`config.mk`:
```
export PLATFORM = sky130hd
export DESIGN_NAME = keyword_classifier
export DESIGN_NICKNAME = d
export VERILOG_FILES = /design/src/rtl/core/kwc_pkg.sv /design/src/rtl/core/keyword_classifier.sv
export SDC_FILE = /design/constraint.sdc
export NUM_CORES = 1
export LEC_CHECK = 0
export BUFFER_PORTS_ARGS = -buffer_cell sky130_fd_sc_hd__buf_2
export CAP_MARGIN = 15
export CELL_PAD_IN_SITES_DETAIL_PLACEMENT = 0
export CELL_PAD_IN_SITES_GLOBAL_PLACEMENT = 1
export CORE_ASPECT_RATIO = 1.1
export CORE_UTILIZATION = 34
export CTS_CLUSTER_DIAMETER = 100
export DETAILED_ROUTE_END_ITERATION = 6
export GPL_ROUTABILITY_DRIVEN = 1
export MAX_ROUTING_LAYER = met4
export PLACE_DENSITY_LB_ADDON = 0.1
export SYNTH_ARGS = -nofsm -noshare
export SYNTH_HDL_FRONTEND = slang
export SYNTH_SLANG_ARGS = --single-unit
```
`constraint.sdc`:
```
create_clock -name clk -period 4.45 [get_ports clk]
set_input_delay 0.89 -clock clk [delete_from_list [all_inputs] [get_ports clk]]
set_output_delay 0.89 -clock clk [all_outputs]
set_load 0.03 [all_outputs]
```
`src/rtl/core/kwc_pkg.sv`:
```
// ----------------------------------------------------------------------------
// kwc_pkg: shared definitions for the keyword classifier
// Keyword table, byte codes of the recognized UTF-8 sequences and the
// small helper functions that look up table entries and accented letters.
// ----------------------------------------------------------------------------
package kwc_pkg;

  // Size of the keyword table and of the packed text of one entry.
  localparam int KW_ROM_ENTRIES = 34;
  localparam int KW_TEXT_BYTES  = 16;
  localparam int KW_TEXT_W      = KW_TEXT_BYTES * 8;

  // Default configuration of the block.
  localparam int KW_NUM_DEFAULT    = 34;
  localparam int KW_MAXLEN_DEFAULT = 10;

  // Widths of the fixed fields.
  localparam int BYTE_W  = 8;
  localparam int LEN_W   = 4;
  localparam int CLASS_W = 6;

  // Saturation point of the normalized length counter.
  localparam logic [LEN_W-1:0] LEN_SAT = '1;

  // Byte codes.
  localparam logic [BYTE_W-1:0] BYTE_LEAD_2B    = 8'hC3; // accented letter lead
  localparam logic [BYTE_W-1:0] BYTE_LEAD_3B    = 8'hE2; // punctuation lead
  localparam logic [BYTE_W-1:0] BYTE_QUOTE_MID  = 8'h80; // second byte of curly quotes
  localparam logic [BYTE_W-1:0] BYTE_QUOTE_LEFT = 8'h98;
  localparam logic [BYTE_W-1:0] BYTE_QUOTE_RGHT = 8'h99;
  localparam logic [BYTE_W-1:0] BYTE_APOSTROPHE = 8'h27;
  localparam logic [BYTE_W-1:0] BYTE_BACKTICK   = 8'h60;
  localparam logic [BYTE_W-1:0] BYTE_UPPER_A    = 8'h41;
  localparam logic [BYTE_W-1:0] BYTE_UPPER_Z    = 8'h5A;
  localparam logic [BYTE_W-1:0] BYTE_CASE_BIT   = 8'h20;
  localparam logic [BYTE_W-1:0] BYTE_NONE       = 8'h00;

  // Progress through a multi-byte UTF-8 sequence.
  typedef enum logic [1:0] {
    PEND_NONE   = 2'd0,
    PEND_LEAD2  = 2'd1,
    PEND_LEAD3  = 2'd2,
    PEND_QUOTE  = 2'd3
  } pend_t;

  // Keyword text, right-justified: the last letter sits in the low byte.
  localparam logic [KW_TEXT_W-1:0] KW_TEXT [KW_ROM_ENTRIES] = '{
    "qallta", "tukuya", "yatiya", "qillqa", "kasta", "machaqa", "aka",
    "jila", "sapa", "sapakasta", "jilaaka", "ukaxa", "maysatxa",
    "ukhakamaxa", "kuti", "pakhina", "sarantana", "lurawi", "kuttaya",
    "apnaq", "siqicha", "khiti", "kuna", "yaqha", "yantana", "katjana",
    "tukuyawi", "pantja", "jakhuwi", "aru", "taqa", "mapa", "chiqa", "kari"
  };

  localparam logic [LEN_W-1:0] KW_LEN [KW_ROM_ENTRIES] = '{
    4'd6, 4'd6, 4'd6, 4'd6, 4'd5, 4'd7, 4'd3,
    4'd4, 4'd4, 4'd9, 4'd7, 4'd5, 4'd8,
    4'd10, 4'd4, 4'd7, 4'd9, 4'd6, 4'd7,
    4'd5, 4'd7, 4'd5, 4'd4, 4'd5, 4'd7, 4'd7,
    4'd8, 4'd6, 4'd7, 4'd3, 4'd4, 4'd4, 4'd5, 4'd4
  };

  // Letter of keyword k at position pos, zero past the end of the keyword.
  function automatic logic [BYTE_W-1:0] kw_char(input int k, input logic [LEN_W-1:0] pos);
    logic [LEN_W-1:0] idx;
    logic [BYTE_W-1:0] ch;
    ch = BYTE_NONE;
    if (pos < KW_LEN[k]) begin
      idx = KW_LEN[k] - pos - 4'd1;
      ch  = KW_TEXT[k][{idx, 3'b000} +: BYTE_W];
    end
    return ch;
  endfunction

  // Plain letter for the second byte of a C3 pair, zero if not a known one.
  function automatic logic [BYTE_W-1:0] accent_letter(input logic [BYTE_W-1:0] b);
    logic [BYTE_W-1:0] ch;
    unique case (b)
      8'h9C, 8'hBC, 8'h9A, 8'hBA: ch = "u";
      8'h91, 8'hB1:               ch = "n";
      8'h81, 8'hA1:               ch = "a";
      8'h89, 8'hA9:               ch = "e";
      8'h8D, 8'hAD:               ch = "i";
      8'h93, 8'hB3:               ch = "o";
      default:                    ch = BYTE_NONE;
    endcase
    return ch;
  endfunction

endpackage

```
`src/rtl/core/keyword_classifier.sv`:
```
// ----------------------------------------------------------------------------
// keyword_classifier: byte-stream keyword recognizer
// Normalizes the bytes of one word and matches them against a fixed keyword
// table, emitting one token class per word.
// ----------------------------------------------------------------------------
//
// Usage.
// The word channel (word_valid, word_stall, word_byte, word_end) takes one raw
// byte per request; word_end marks the last byte of a word. The token channel
// (token_valid, token_stall, token_class) returns one request per word, sent
// when its last byte has been processed: 0 for an identifier, 1 to the
// number of keywords in use for a keyword in table order.
// The last byte passes through the input register and then the output register
// to token_valid. While word_stall is low the block takes one byte every cycle: each byte goes through
// an input register and one pass of compare logic across all keywords at once.
// When the receiver stalls, the finished token is held in the output register
// and later bytes of a word keep flowing; only a final byte waits in the input
// register, and then word_stall is raised until the token is taken.
// Reset empties both registers and returns the word state to its start:
// every keyword alive, length zero and no pending UTF-8 sequence.
// ----------------------------------------------------------------------------
module keyword_classifier
  import kwc_pkg::*;
#(
  parameter int NUM_KEYWORDS    = KW_NUM_DEFAULT,
  parameter int MAX_KEYWORD_LEN = KW_MAXLEN_DEFAULT
) (
  input  logic               clk,
  input  logic               rst,
  input  logic               word_valid,
  output logic               word_stall,
  input  logic [BYTE_W-1:0]  word_byte,
  input  logic               word_end,
  output logic               token_valid,
  input  logic               token_stall,
  output logic [CLASS_W-1:0] token_class
);

  // Only the table entries that the configuration selects take part.
  localparam int NK_USED = (NUM_KEYWORDS < KW_ROM_ENTRIES) ? NUM_KEYWORDS : KW_ROM_ENTRIES;
  localparam logic [LEN_W-1:0] MAX_LEN = LEN_W'(MAX_KEYWORD_LEN);

  // Input register.
  logic              in_valid;
  logic [BYTE_W-1:0] in_byte;
  logic              in_end;

  // Word state.
  pend_t              utf8_pending;
  logic [NK_USED-1:0] alive_mask;
  logic [LEN_W-1:0]   norm_length;

  // Next-state and result logic.
  pend_t              utf8_pending_next;
  logic [NK_USED-1:0] alive_mask_next;
  logic [LEN_W-1:0]   norm_length_next;
  logic [CLASS_W-1:0] class_next;
  logic [BYTE_W-1:0]  norm_char;
  logic [BYTE_W-1:0]  acc_char;
  logic               push;
  logic               fail;
  logic [NK_USED-1:0] hit;
  logic               advance;

  // A byte in the input register moves on unless it ends a word while the
  // previous token is still held by the receiver.
  assign advance    = in_valid && (!in_end || !token_valid || !token_stall);
  assign word_stall = in_valid && !advance;

  // Byte normalization and UTF-8 tracking.
  always_comb begin
    acc_char          = accent_letter(in_byte);
    norm_char         = in_byte;
    push              = 1'b0;
    fail              = 1'b0;
    utf8_pending_next = utf8_pending;
    unique case (utf8_pending)
      PEND_LEAD2: begin
        utf8_pending_next = PEND_NONE;
        if (acc_char != BYTE_NONE) begin
          push      = 1'b1;
          norm_char = acc_char;
        end else begin
          fail = 1'b1;
        end
      end
      PEND_LEAD3: begin
        if (in_byte == BYTE_QUOTE_MID) begin
          utf8_pending_next = PEND_QUOTE;
        end else begin
          fail = 1'b1;
        end
      end
      PEND_QUOTE: begin
        // Curly quotes are dropped once complete.
        if (in_byte == BYTE_QUOTE_LEFT || in_byte == BYTE_QUOTE_RGHT) begin
          utf8_pending_next = PEND_NONE;
        end else begin
          fail = 1'b1;
        end
      end
      PEND_NONE: begin
        if (!in_byte[BYTE_W-1]) begin
          if (in_byte >= BYTE_UPPER_A && in_byte <= BYTE_UPPER_Z) begin
            norm_char = in_byte | BYTE_CASE_BIT;
          end
          push = (in_byte != BYTE_APOSTROPHE) && (in_byte != BYTE_BACKTICK);
        end else if (in_byte == BYTE_LEAD_2B) begin
          utf8_pending_next = PEND_LEAD2;
        end else if (in_byte == BYTE_LEAD_3B) begin
          utf8_pending_next = PEND_LEAD3;
        end else begin
          fail = 1'b1;
        end
      end
      default: begin
        fail = 1'b1;
      end
    endcase
    if (fail) begin
      utf8_pending_next = PEND_NONE;
    end
  end

  // Parallel compare of the normalized letter against every keyword.
  always_comb begin
    for (int k = 0; k < NK_USED; k++) begin
      hit[k] = (norm_length < MAX_LEN) && (norm_length < KW_LEN[k]) &&
               (kw_char(k, norm_length) == norm_char);
    end
    if (fail) begin
      alive_mask_next = '0;
    end else if (push) begin
      alive_mask_next = alive_mask & hit;
    end else begin
      alive_mask_next = alive_mask;
    end
    if (push && norm_length != LEN_SAT) begin
      norm_length_next = norm_length + 4'd1;
    end else begin
      norm_length_next = norm_length;
    end
  end

  // First surviving keyword whose length equals the word length wins.
  always_comb begin
    class_next = '0;
    for (int k = NK_USED - 1; k >= 0; k--) begin
      if (alive_mask_next[k] && KW_LEN[k] <= MAX_LEN && KW_LEN[k] == norm_length_next &&
          utf8_pending_next == PEND_NONE) begin
        class_next = CLASS_W'(k + 1);
      end
    end
  end

  always_ff @(posedge clk) begin
    if (rst) begin
      in_valid     <= 1'b0;
      token_valid  <= 1'b0;
      utf8_pending <= PEND_NONE;
      alive_mask   <= '1;
      norm_length  <= '0;
    end else begin
      if (!word_stall) begin
        in_valid <= word_valid;
      end
      if (advance) begin
        if (in_end) begin
          utf8_pending <= PEND_NONE;
          alive_mask   <= '1;
          norm_length  <= '0;
        end else begin
          utf8_pending <= utf8_pending_next;
          alive_mask   <= alive_mask_next;
          norm_length  <= norm_length_next;
        end
      end
      if (advance && in_end) begin
        token_valid <= 1'b1;
      end else if (!token_stall) begin
        token_valid <= 1'b0;
      end
    end
  end

  // Payload registers.
  always_ff @(posedge clk) begin
    if (!word_stall) begin
      in_byte <= word_byte;
      in_end  <= word_end;
    end
    if (advance && in_end) begin
      token_class <= class_next;
    end
  end

  // A stall on the word channel only ever holds a final byte.
  a_stall_only_on_end: assert property (@(posedge clk) disable iff (rst)
    word_stall |-> (in_valid && in_end && token_valid))
    else $error("word channel stalled without a held word end");

  // Once a word ends, the word state is back at its start.
  a_state_cleared: assert property (@(posedge clk) disable iff (rst)
    (advance && in_end) |=> (norm_length == '0 && alive_mask == '1 &&
                             utf8_pending == PEND_NONE))
    else $error("word state not cleared after the last byte");

  // A token names an identifier or an entry that is in use.
  a_class_range: assert property (@(posedge clk) disable iff (rst)
    token_valid |-> (token_class <= CLASS_W'(NK_USED)))
    else $error("token class beyond the keyword table");

  // A held token is not overwritten while the receiver stalls.
  a_token_hold: assert property (@(posedge clk) disable iff (rst)
    (token_valid && token_stall) |=> (token_valid && $stable(token_class)))
    else $error("stalled token changed");

endmodule
```
==> metrics.txt, run 1 <==
# TYPE chip_impl_metric gauge
chip_impl_metric{name="core.rowCount",unit=""} 58
chip_impl_metric{name="starting_utilization_of_the_core_area",unit="%"} 34.66
chip_impl_info{name="post-synth-top-area-cell",value="sky130_fd_sc_hd__dfxtp_1"} 1
chip_impl_metric{name="final_layout_size_suffix_gt1_share",unit="%"} 19.24
chip_impl_metric{name="antenna_found_initial",unit=""} 0
chip_impl_metric{name="cp.required",unit="ns"} 4.64
chip_impl_info{name="status",value="complete, no violations"} 1
chip_impl_metric{name="finalWeightedCongestion",unit=""} 1.046
chip_impl_metric{name="switch_share",unit="%"} 35.33
chip_impl_metric{name="groute.usage.overall",unit="%"} 34.86
chip_impl_metric{name="wl",unit="um"} 39890
chip_impl_metric{name="floorplan.core_area",unit="sq um"} 22860
chip_impl_metric{name="p_seq_share",unit="%"} 31.8
chip_impl_metric{name="route.vias.total",unit=""} 9441
chip_impl_metric{name="power_frac_comb",unit="%"} 27.7
chip_impl_metric{name="design.die.area",unit="sq um"} 23920
chip_impl_metric{name="die_height",unit="um"} 162.1
chip_impl_info{name="critical_path_class",value="reg -> reg"} 1
chip_impl_metric{name="drtIter0Drc",unit=""} 940
chip_impl_metric{name="grt_first_pass_wirelength",unit="um"} 59700
chip_impl_metric{name="grt_pass1_vias",unit=""} 9146
chip_impl_metric{name="dpl-instance-area",unit="sq um"} 9150
chip_impl_metric{name="cts_hold_buf",unit=""} 0
chip_impl_metric{name="post_synthesis_instance_total",unit=""} 1114
chip_impl_metric{name="net-switching-power",unit="W"} 0.0006465
chip_impl_metric{name="clock_power_share",unit="%"} 40.5
chip_impl_info{name="synthFlopType",value="sky130_fd_sc_hd__dfxtp_1"} 1
chip_impl_info{name="hp-class",value="reg -> reg"} 1
chip_impl_info{name="ys_top_cells_by_area",value="sky130_fd_sc_hd__dfxtp_1, sky130_fd_sc_hd__xnor2_1, sky130_fd_sc_hd__nand2_1"} 1
chip_impl_metric{name="numPortBuffers",unit=""} 20
chip_impl_metric{name="final_max_slew_viol_count",unit=""} 0
chip_impl_metric{name="worst_ir_drop_vdd",unit="uV"} 193.9
chip_impl_metric{name="fmax",unit="MHz"} 234.2
chip_impl_metric{name="antenna_cells",unit=""} 0
chip_impl_metric{name="clock_latency",unit="ns"} 0.35
chip_impl_metric{name="cts_buffers",unit=""} 9
chip_impl_metric{name="yosys_warnings",unit=""} 0
chip_impl_metric{name="drcViolationCount",unit=""} 0
chip_impl_metric{name="worst_margin_slew",unit="ns"} 0.7234
chip_impl_info{name="cp_endpoint_kind",value="register"} 1
chip_impl_metric{name="r2r_slack",unit="ns"} 0.18
chip_impl_metric{name="worst-endpoint-arrival",unit="ns"} 4.46
chip_impl_metric{name="detailed_placement_wirelength_estimate",unit="um"} 31290
chip_impl_metric{name="timing.slew.headroom",unit="%"} 51.63
chip_impl_metric{name="number_of_violations_of_the_max_capacitance_limit",unit=""} 0
chip_impl_metric{name="final_area",unit="sq um"} 9567
chip_impl_info{name="cts_tree",value="yes"} 1
chip_impl_metric{name="routedWlPerCell",unit="um"} 26.49
chip_impl_metric{name="hold-path-cell-count",unit=""} 2
chip_impl_metric{name="r2r.worst_path.cells",unit=""} 11
chip_impl_metric{name="cts.htree.levels",unit=""} 3
chip_impl_metric{name="ys_seq_area_share",unit="%"} 16.30
chip_impl_metric{name="synth_net_count",unit=""} 1155
chip_impl_info{name="root_buffer",value="sky130_fd_sc_hd__clkbuf_16"} 1
chip_impl_metric{name="finalSetupTns",unit="ns"} 0
chip_impl_metric{name="clock-sinks",unit=""} 57
chip_impl_metric{name="top_level_ports",unit=""} 21
chip_impl_metric{name="ys_seq_elements",unit=""} 57
chip_impl_metric{name="syn-cell-area",unit="sq um"} 7923
chip_impl_metric{name="number_of_enable_type_register_cells_in_the_synthesized_netlist",unit=""} 15
chip_impl_metric{name="fin_crit_sh",unit="%"} 95.94
chip_impl_metric{name="internal-power",unit="W"} 0.001184
chip_impl_metric{name="power.static_leakage",unit="nW"} 3.695
chip_impl_metric{name="detail_route.vias_per_cell",unit=""} 6.269
chip_impl_metric{name="drt_pre_antenna_iters",unit=""} 5
chip_impl_metric{name="power.density_cell_area",unit="nW/um^2"} 191.3
chip_impl_metric{name="reg_clk_slew_reported_paths",unit="ns"} 0.07
chip_impl_metric{name="timing.clock.skew",unit="ns"} 0.008085
chip_impl_metric{name="final_antenna_net_count",unit=""} 0
chip_impl_metric{name="finalCriticalPeriod",unit="ns"} 4.269
chip_impl_metric{name="grt_max_degree",unit=""} 26
chip_impl_info{name="worst_setup_path_start_kind",value="register"} 1
chip_impl_metric{name="hold_violations",unit=""} 0
chip_impl_metric{name="asyncSetResetFlopFracSynth",unit="%"} 0
chip_impl_metric{name="area_growth_syn_to_layout",unit="%"} 20.75
chip_impl_metric{name="syn-mean-instance-area",unit="sq um"} 7.112
chip_impl_metric{name="setup_viol",unit=""} 0
chip_impl_metric{name="cts_buffer_depth",unit=""} 2
chip_impl_metric{name="final_net_count",unit=""} 1242
chip_impl_metric{name="path_max_fanout",unit=""} 8
chip_impl_metric{name="overall_overflow_remaining_after_global_route",unit=""} 0
chip_impl_metric{name="yosys.cell_types.count",unit=""} 104
chip_impl_metric{name="die_width",unit="um"} 147.5
chip_impl_metric{name="post-synth-top-area-fraction",unit="%"} 10.61
## layout make-up
cell class              count  area (sq um)
flip-flops and latches     57          1291
inverters                  31         120.1
clock buffers               9         225.2
clock inverters             7         68.82
fillers                  2495         13290
repair buffers            158          1211
well taps                 300         375.4
multi-input cells         944          6275
## metal layers
layer | track usage (%) | wire length [um]
met1 | 45.38 | 17540
met2 | 54.16 | 18060
met3 | 3.876 | 2543
met4 | 15.65 | 1753
met5 | - | 0
## flip-flops by register name, summed over array words and instances, names as in the netlist
| register | count |
|---|---|
| alive_mask | 34 |
| in_byte | 8 |
| token_class | 6 |
| norm_length | 4 |
| utf8_pending | 2 |
| in_end | 1 |
| in_valid | 1 |
| token_valid | 1 |
## layout by cell type, fill, tap and decap left out, types with 18 or more instances in the layout
cell type	instances
sky130_fd_sc_hd__nand2_1	123
sky130_fd_sc_hd__nor2b_1	18
sky130_fd_sc_hd__o21ai_0	72
sky130_fd_sc_hd__nand4_1	24
sky130_fd_sc_hd__xnor2_1	77
sky130_fd_sc_hd__nor3_1	31
sky130_fd_sc_hd__ha_1	28
sky130_fd_sc_hd__inv_1	29
sky130_fd_sc_hd__buf_2	20
sky130_fd_sc_hd__nand2b_1	23
sky130_fd_sc_hd__nor2_1	79
sky130_fd_sc_hd__nand3_1	45
sky130_fd_sc_hd__a21oi_1	82
sky130_fd_sc_hd__buf_4	132
sky130_fd_sc_hd__dfxtp_1	42
## timing repair
item	4_1_cts	5_1_grt
setup endpoints to repair	0	6
setup buffers	0	3
resized for setup	0	23
## per-stage QoR
step / setup WS [ns] / utilization, % / instances / power (W) / hold slack (ns)
after detailed placement: 0.04927 / 40.03 / 1487 / 0.001078 / 0.4352
after global placement: -0.005529 / 40.03 / 1487 / 0.001081 / 0.4321
after floorplan: 0.1403 / - / 1114 / 0.0008845 / 0.4174
after global routing: -0.0006555 / 41.85 / 1506 / 0.001889 / 0.4670
final: 0.1806 / 41.85 / 1506 / 0.001830 / 0.4458
after CTS: 0.03370 / 41.31 / 1503 / 0.001820 / 0.4448
## synth_stat cells, drive strengths merged, types with 16 or more instances
cell,count
xnor2,78
nor3,33
o22ai,17
nand4,25
dfxtp,42
inv,29
o211ai,16
nand2b,23
a31oi,17
nor2,81
clkbuf,53
a21oi,84
nor2b,18
ha,28
o21ai,77
and3,16
nand2,125
buf,29
nand3,45
## critical path, cell delays in order, from the launching register on
cell and delay (ns):
sky130_fd_sc_hd__edfxtp_1 0.50, sky130_fd_sc_hd__nor4b_1 0.49, sky130_fd_sc_hd__o311a_1 0.44, sky130_fd_sc_hd__o21ai_1 0.22
sky130_fd_sc_hd__nand2_1 0.31, sky130_fd_sc_hd__nand4_1 0.13, sky130_fd_sc_hd__a311o_1 0.43, sky130_fd_sc_hd__a2111oi_2 0.57
sky130_fd_sc_hd__a311oi_1 0.08, sky130_fd_sc_hd__or3_1 0.39, sky130_fd_sc_hd__a211o_1 0.28, sky130_fd_sc_hd__a221oi_2 0.26
## cell families (layout without fill, tap and decap cells)
| logic type | count (synthesis) | count (layout) | synth area share (%) |
|---|---|---|---|
| muxes | 10 | 10 | 1.295 |
| AOI/OAI and AO/OA | 362 | 362 | 32.28 |
| xor gates and xnor gates | 79 | 79 | 8.733 |
| DFF | 57 | 57 | 16.30 |
| buffers and inverters | 113 | 205 | 5.875 |
| adders and majority gates | 28 | 28 | 4.422 |
| and+or+nand+nor | 465 | 465 | 31.10 |
## path summary, 6_finish.rpt
check | start | endpoint
hold / removal | alive_mask[5] | alive_mask[5]
hold reg to reg | alive_mask[5] | alive_mask[5]
setup reg to reg | in_byte[3] | token_class[0]
setup / recovery | in_byte[3] | token_class[0]
## power by group through the flow
stage                     Clock (W)  Combinational (W)  Sequential (W)
after floorplan                   0           0.000299        0.000586
after global placement            0           0.000487        0.000594
after detailed placement          0           0.000484        0.000594
after CTS                  0.000750           0.000488        0.000583
after global routing       0.000764           0.000539        0.000586
final                      0.000741           0.000507        0.000583
Note: power is estimated with default switching activity, not from simulation.
==> inputs of run 2 (changes only) <==
Settings changed: BUFFER_PORTS_ARGS -buffer_cell sky130_fd_sc_hd__buf_2 to unset, DONT_BUFFER_PORTS set to 1.
==> metrics.txt, run 2 (synthesis gave the netlist of run 1 again) <==
# TYPE chip_impl_metric gauge
chip_impl_info{name="status",value="complete, no violations"} 1
chip_impl_metric{name="detail_route.vias_per_cell",unit=""} 6.291
chip_impl_metric{name="setup_viol",unit=""} 0
chip_impl_metric{name="power.static_leakage",unit="nW"} 3.710
chip_impl_metric{name="place_worst_setup_slack",unit="ns"} -0.007502
chip_impl_metric{name="route.vias.total",unit=""} 9481
chip_impl_info{name="worstPathCellList",value="clkbuf_2 -> and4bb_2 -> o311a_1 -> buf_4 -> o21ai_0 -> nand2_1 -> buf_4 -> xnor2_1 -> or4_1 -> a21oi_1 -> or4b_2 -> nand4b_1 -> a41oi_1 -> nor2_1"} 1
chip_impl_info{name="layout_top_registers",value="alive_mask x34, in_byte x8, token_class x6"} 1
chip_impl_metric{name="hold_violations",unit=""} 0
chip_impl_metric{name="report.power.total",unit="W"} 0.001837
chip_impl_metric{name="final_layout_size_suffix_gt1_share",unit="%"} 18.64
chip_impl_metric{name="worst-endpoint-arrival",unit="ns"} 4.42
chip_impl_metric{name="drt_pre_antenna_iters",unit=""} 5
chip_impl_info{name="register_name_with_the_most_flops",value="alive_mask"} 1
chip_impl_info{name="layout_commonest_cell",value="sky130_fd_sc_hd__buf_4"} 1
chip_impl_metric{name="timing.hold.ws",unit="ns"} 0.4417
chip_impl_metric{name="groute.usage.overall",unit="%"} 34.73
chip_impl_info{name="critPathMostFrequentCell",value="sky130_fd_sc_hd__buf_4"} 1
chip_impl_metric{name="nFillCells",unit=""} 2456
chip_impl_metric{name="drtIter0Drc",unit=""} 963
chip_impl_metric{name="final_net_count",unit=""} 1243
chip_impl_metric{name="grt_max_degree",unit=""} 27
chip_impl_metric{name="grt_first_pass_wirelength",unit="um"} 59470
chip_impl_metric{name="routedWlPerCell",unit="um"} 26.58
chip_impl_metric{name="path_max_fanout",unit=""} 7
chip_impl_metric{name="critical_path_max_stage_delay",unit="ns"} 0.69
chip_impl_metric{name="largest_register_ff_count",unit=""} 34
chip_impl_metric{name="layout.area.seq",unit="sq um"} 1291
chip_impl_metric{name="overall_overflow_remaining_after_global_route",unit=""} 0
chip_impl_metric{name="starting_utilization_of_the_core_area",unit="%"} 34.66
chip_impl_metric{name="cp.required",unit="ns"} 4.56
chip_impl_metric{name="numPortBuffers",unit=""} 0
chip_impl_metric{name="cts.htree.levels",unit=""} 3
chip_impl_metric{name="postLayoutSetupSlackWorst",unit="ns"} 0.1379
chip_impl_metric{name="drcViolationCount",unit=""} 0
chip_impl_metric{name="design.die.area",unit="sq um"} 23920
chip_impl_metric{name="grt_pass1_vias",unit=""} 9254
chip_impl_metric{name="detailed_placement_wirelength_estimate",unit="um"} 31430
chip_impl_metric{name="floorplan.core_area",unit="sq um"} 22860
chip_impl_metric{name="die_width",unit="um"} 147.5
chip_impl_info{name="critical_path_class",value="reg -> reg"} 1
chip_impl_metric{name="number_of_violations_of_the_max_capacitance_limit",unit=""} 0
chip_impl_metric{name="final_max_slew_viol_count",unit=""} 0
chip_impl_metric{name="cts_buffers",unit=""} 9
chip_impl_metric{name="core.rowCount",unit=""} 58
chip_impl_metric{name="clock_latency",unit="ns"} 0.35
chip_impl_info{name="cp_endpoint_kind",value="register"} 1
chip_impl_info{name="cts_tree",value="yes"} 1
chip_impl_metric{name="reg_clk_slew_reported_paths",unit="ns"} 0.06
chip_impl_metric{name="wl",unit="um"} 40060
chip_impl_info{name="critPathSlowestCell",value="sky130_fd_sc_hd__or4b_2"} 1
chip_impl_metric{name="fmax",unit="MHz"} 231.9
chip_impl_metric{name="die_height",unit="um"} 162.1
chip_impl_metric{name="worst_margin_slew",unit="ns"} 0.7502
chip_impl_metric{name="antenna_cells",unit=""} 0
chip_impl_metric{name="top_level_ports",unit=""} 21
chip_impl_metric{name="footprint_of_the_multi_input_gates",unit="sq um"} 6260
chip_impl_info{name="hp-class",value="reg -> reg"} 1
chip_impl_metric{name="fin_crit_sh",unit="%"} 96.90
chip_impl_info{name="unrepaired_setup_endpoints_after_global_routing",value="true"} 1
chip_impl_metric{name="cts_hold_buf",unit=""} 0
chip_impl_metric{name="worst_ir_drop_vdd",unit="uV"} 192.3
chip_impl_metric{name="timing.slew.headroom",unit="%"} 49.88
chip_impl_metric{name="finalCriticalPeriod",unit="ns"} 4.312
chip_impl_metric{name="cts_buffer_depth",unit=""} 2
chip_impl_info{name="root_buffer",value="sky130_fd_sc_hd__clkbuf_16"} 1
chip_impl_metric{name="timing.clock.skew",unit="ns"} 0.01333
chip_impl_metric{name="area_growth_syn_to_layout",unit="%"} 21.37
chip_impl_info{name="final_cell_mix",value="sky130_fd_sc_hd__buf_4, sky130_fd_sc_hd__nand2_1, sky130_fd_sc_hd__a21oi_1"} 1
chip_impl_metric{name="power.density_cell_area",unit="nW/um^2"} 191.0
chip_impl_metric{name="finalWeightedCongestion",unit=""} 1.013
chip_impl_metric{name="final_antenna_net_count",unit=""} 0
chip_impl_metric{name="clock-sinks",unit=""} 57
chip_impl_metric{name="antenna_found_initial",unit=""} 0
chip_impl_info{name="worst_setup_path_start_kind",value="register"} 1
==> run 2: per-stage QoR <==
| stage | util (%) | std cells | TNS, ns | cell area (sq um) |
|---|---|---|---|---|
| after detailed placement | 40.28 | 1488 | -0.007502 | 9208 |
| final | 42.06 | 1507 | 0 | 9615 |
| after global placement | 40.28 | 1488 | -0.09816 | 9208 |
| after CTS | 41.63 | 1504 | 0 | 9517 |
| after floorplan | - | 1114 | 0 | 7923 |
| after global routing | 42.06 | 1507 | -0.02549 | 9615 |
==> run 2: layout make-up <==
| type | count | share of cell area [%] |
|---|---|---|
| clock buffer | 11 | 2.642 |
| tap | 300 | 3.904 |
| clock inverter | 5 | 0.5595 |
| multi-input combinational | 944 | 65.10 |
| sequential | 57 | 13.43 |
| inverter | 31 | 1.210 |
| timing repair buffer | 159 | 13.16 |
==> run 2: final timing paths <==
path / from / to / slack, ns / cells after the start
setup / recovery: in_byte[3] / token_class[3] / 0.14 / 14
hold / removal: alive_mask[2] / alive_mask[2] / 0.44 / 2
setup reg to reg: in_byte[3] / token_class[3] / 0.14 / 14
hold reg to reg: alive_mask[2] / alive_mask[2] / 0.44 / 2
==> run 2: timing repair <==
item                       4_1_cts  5_1_grt
gates resized for setup          1       16
setup endpoints to repair        2        6
buffers inserted                 0        3
==> run 2: routing by layer <==
layer / up-vias / global-route usage, % / part of all wire [%]
met1: 4527 / 42.68 / 43
met2: 455 / 55.47 / 46
li1: 4369 / - / -
met5: - / - / 0
met4: 0 / 18.13 / 5.2
met3: 130 / 4.466 / 6.5
==> run 2: worst max-delay path, delay by kind of cell, from the launching register on <==
| family | cells | cell delay (ns) |
|---|---|---|
| buffers and inverters | 3 | 0.63 |
| DFF | 1 | 0.49 |
| and+or+nand+nor | 6 | 1.76 |
| AOI/OAI and AO/OA | 4 | 0.95 |
| xor gates and xnor gates | 1 | 0.24 |
==> run 2: power breakdown <==
group	switching [W]	internal, W	total, W
clock network	0.000281	0.000466	0.000747
registers	0.0000274	0.000559	0.000586
logic	0.000308	0.000195	0.000503
total	0.000617	0.00122	0.00184
==> inputs of run 3 (changes only) <==
Settings changed: GPL_TIMING_DRIVEN set to 0.
Clock period 4.45 ns to 4.6 ns, I/O delays scaled along.
==> metrics.txt, run 3 (synthesis gave the netlist of run 1 again) <==
# TYPE chip_impl_metric gauge
chip_impl_info{name="status",value="complete, no violations"} 1
chip_impl_metric{name="die_height",unit="um"} 162.1
chip_impl_metric{name="place_worst_setup_slack",unit="ns"} -1.336
chip_impl_metric{name="grtUsageMet3",unit="%"} 5.337
chip_impl_metric{name="power_frac_comb",unit="%"} 26.8
chip_impl_metric{name="setup_viol",unit=""} 0
chip_impl_metric{name="grt_pass1_vias",unit=""} 8830
chip_impl_metric{name="internal-power",unit="W"} 0.001190
chip_impl_metric{name="finalCriticalPeriod",unit="ns"} 4.524
chip_impl_metric{name="detail_route.vias_per_cell",unit=""} 6.595
chip_impl_metric{name="final_layout_size_suffix_gt1_share",unit="%"} 18.32
chip_impl_metric{name="cts_buffer_depth",unit=""} 2
chip_impl_metric{name="met2_usage",unit="%"} 57.25
chip_impl_metric{name="cp.required",unit="ns"} 4.78
chip_impl_metric{name="grt_max_degree",unit=""} 14
chip_impl_metric{name="starting_utilization_of_the_core_area",unit="%"} 34.66
chip_impl_info{name="unrepaired_setup_endpoints_after_global_routing",value="true"} 1
chip_impl_metric{name="groute.usage.overall",unit="%"} 36.21
chip_impl_metric{name="wl",unit="um"} 42340
chip_impl_metric{name="core.rowCount",unit=""} 58
chip_impl_metric{name="overall_overflow_remaining_after_global_route",unit=""} 0
chip_impl_metric{name="worst-endpoint-arrival",unit="ns"} 4.70
chip_impl_metric{name="final_net_count",unit=""} 1188
chip_impl_metric{name="report.power.total",unit="W"} 0.001812
chip_impl_info{name="hp-class",value="reg -> reg"} 1
chip_impl_metric{name="reg_clk_slew_reported_paths",unit="ns"} 0.06
chip_impl_metric{name="finalSetupTns",unit="ns"} 0
chip_impl_info{name="critPathSlowestCell",value="sky130_fd_sc_hd__or4b_1"} 1
chip_impl_metric{name="timing.slew.headroom",unit="%"} 42.32
chip_impl_metric{name="power.density_cell_area",unit="nW/um^2"} 192.6
chip_impl_metric{name="worst_margin_slew",unit="ns"} 0.8652
chip_impl_metric{name="drtIter0Drc",unit=""} 1038
chip_impl_metric{name="final_max_slew_viol_count",unit=""} 0
chip_impl_metric{name="routedWlPerCell",unit="um"} 29.16
chip_impl_metric{name="area_growth_syn_to_layout",unit="%"} 18.76
chip_impl_info{name="layout_commonest_cell",value="sky130_fd_sc_hd__nand2_1"} 1
chip_impl_metric{name="post_layout_nonfiller_instances",unit=""} 1452
chip_impl_metric{name="final_antenna_net_count",unit=""} 0
chip_impl_metric{name="critical_path_max_stage_delay",unit="ns"} 0.54
chip_impl_metric{name="clock-sinks",unit=""} 57
chip_impl_metric{name="postLayoutSetupSlackWorst",unit="ns"} 0.07593
chip_impl_metric{name="numPortBuffers",unit=""} 0
chip_impl_info{name="register_name_with_the_most_flops",value="alive_mask"} 1
chip_impl_metric{name="detailed_placement_wirelength_estimate",unit="um"} 32700
chip_impl_info{name="globalRoute.busiestLayer",value="met2"} 1
chip_impl_metric{name="clock_power_share",unit="%"} 42.1
chip_impl_metric{name="floorplan.core_area",unit="sq um"} 22860
chip_impl_info{name="cts_tree",value="yes"} 1
chip_impl_metric{name="switch_share",unit="%"} 34.34
chip_impl_info{name="critical_path_class",value="reg -> reg"} 1
chip_impl_metric{name="timing.hold.ws",unit="ns"} 0.4401
chip_impl_metric{name="design.die.area",unit="sq um"} 23920
chip_impl_metric{name="clock_latency",unit="ns"} 0.36
chip_impl_metric{name="path_max_fanout",unit=""} 10
chip_impl_metric{name="finalWeightedCongestion",unit=""} 1.038
chip_impl_metric{name="drcViolationCount",unit=""} 0
chip_impl_metric{name="antenna_found_initial",unit=""} 0
chip_impl_info{name="worstPathCellList",value="ha_1 -> buf_4 -> clkinvlp_4 -> ha_4 -> nand2b_2 -> a221o_1 -> mux2_2 -> o21ai_2 -> o31a_1 -> a21oi_1 -> or3b_1 -> or4b_1 -> nor4_2 -> nor4b_2"} 1
chip_impl_metric{name="cts.htree.levels",unit=""} 3
chip_impl_metric{name="dp_cells",unit=""} 1416
chip_impl_info{name="root_buffer",value="sky130_fd_sc_hd__clkbuf_16"} 1
chip_impl_metric{name="grt.met1_usage",unit="%"} 43.54
chip_impl_info{name="layout_top_registers",value="alive_mask x34, in_byte x8, token_class x6"} 1
chip_impl_metric{name="number_of_violations_of_the_max_capacitance_limit",unit=""} 0
chip_impl_metric{name="timing.clock.skew",unit="ns"} 0.01306
chip_impl_metric{name="worst_ir_drop_vdd",unit="uV"} 149.4
chip_impl_metric{name="power.static_leakage",unit="nW"} 3.386
chip_impl_metric{name="hold_violations",unit=""} 0
chip_impl_info{name="cp_endpoint_kind",value="register"} 1
chip_impl_metric{name="route.vias.total",unit=""} 9576
chip_impl_info{name="worst_setup_path_start_kind",value="register"} 1
chip_impl_metric{name="antenna_cells",unit=""} 0
chip_impl_info{name="final_cell_mix",value="sky130_fd_sc_hd__nand2_1, sky130_fd_sc_hd__a21oi_1, sky130_fd_sc_hd__xnor2_1"} 1
chip_impl_metric{name="net-switching-power",unit="W"} 0.0006223
chip_impl_metric{name="fin_crit_sh",unit="%"} 98.35
chip_impl_metric{name="top_level_ports",unit=""} 21
chip_impl_metric{name="largest_register_ff_count",unit=""} 34
chip_impl_metric{name="drt_pre_antenna_iters",unit=""} 5
chip_impl_metric{name="die_width",unit="um"} 147.5
chip_impl_metric{name="fmax",unit="MHz"} 221.0
chip_impl_metric{name="p_seq_share",unit="%"} 31.2
chip_impl_metric{name="grt_first_pass_wirelength",unit="um"} 60590
chip_impl_metric{name="cts_buffers",unit=""} 9
run 3: cell count changes in the layout (fill, tap and decap cells not counted), moves of 5 or more:
cell                       previous run  this run
sky130_fd_sc_hd__buf_4              149        35
sky130_fd_sc_hd__clkbuf_1             1        26
sky130_fd_sc_hd__clkbuf_2             1        17
sky130_fd_sc_hd__buf_12               6         0
sky130_fd_sc_hd__nor2_1              79        73
sky130_fd_sc_hd__buf_2                2        15
sky130_fd_sc_hd__dfxtp_1             42        37
sky130_fd_sc_hd__o21ai_0             73        66
sky130_fd_sc_hd__o21ai_1              3         8
run 3: path summary, 6_finish.rpt:
path / slack (ns) / cells after the start / from / to
max: 0.08 / 14 / norm_length[0] / token_class[5]
max reg2reg: 0.08 / 14 / norm_length[0] / token_class[5]
min reg2reg: 0.44 / 2 / alive_mask[4] / alive_mask[4]
min: 0.44 / 2 / alive_mask[4] / alive_mask[4]
run 3: layout make-up:
| class | instances | area [sq um] |
|---|---|---|
| sequential | 57 | 1305 |
| buffer | 74 | 387.9 |
| clock buffer | 11 | 242.7 |
| timing repair buffer | 30 | 225.2 |
| multi-input combinational | 944 | 6661 |
| fill | 2478 | 13450 |
| inverter | 31 | 132.6 |
| clock inverter | 5 | 78.83 |
| tap | 300 | 375.4 |
run 3: power groups by stage:
stage | clock (W) | combinational [W] | sequential, W
after floorplan | 0 | 0.000289 | 0.000567
after global placement | 0 | 0.000431 | 0.000576
after detailed placement | 0 | 0.000427 | 0.000576
after CTS | 0.000774 | 0.000450 | 0.000565
after global routing | 0.000789 | 0.000510 | 0.000568
final | 0.000763 | 0.000485 | 0.000565
run 3: what timing repair did:
| action | in CTS | in global routing |
|---|---|---|
| gates cloned | 0 | 0 |
| hold endpoints to repair | 0 | 0 |
| pin swaps | 6 | 12 |
| buffers inserted | 14 | 14 |
| resized for setup | 88 | 76 |
| setup endpoints to repair | 16 | 6 |
| hold buffers | 0 | 0 |
run 3: worst max-delay path: cells and delay by family, from the launching register on:
kind	cells	cell delay, ns
AND/OR/NAND/NOR	5	1.61
flip-flops	1	0.46
AO/OA/AOI/OAI	4	1.00
adder cells (fa/ha/maj)	2	0.51
buffers and inverters	2	0.44
multiplexers	1	0.31
run 3: stage by stage:
step	util, %	instance area (sq um)
floorplan	-	7923
global placement	36.30	8298
detailed placement	36.37	8313
CTS	39.59	9050
global route	41.16	9409
finish	41.16	9409
run 3: layer usage:
metal  vias to the layer above  wire (um)
met1                      4669      17300
met3                       139       3067
met2                       501      19140
li1                       4267          -
met4                         0       2834
met5                         -          0
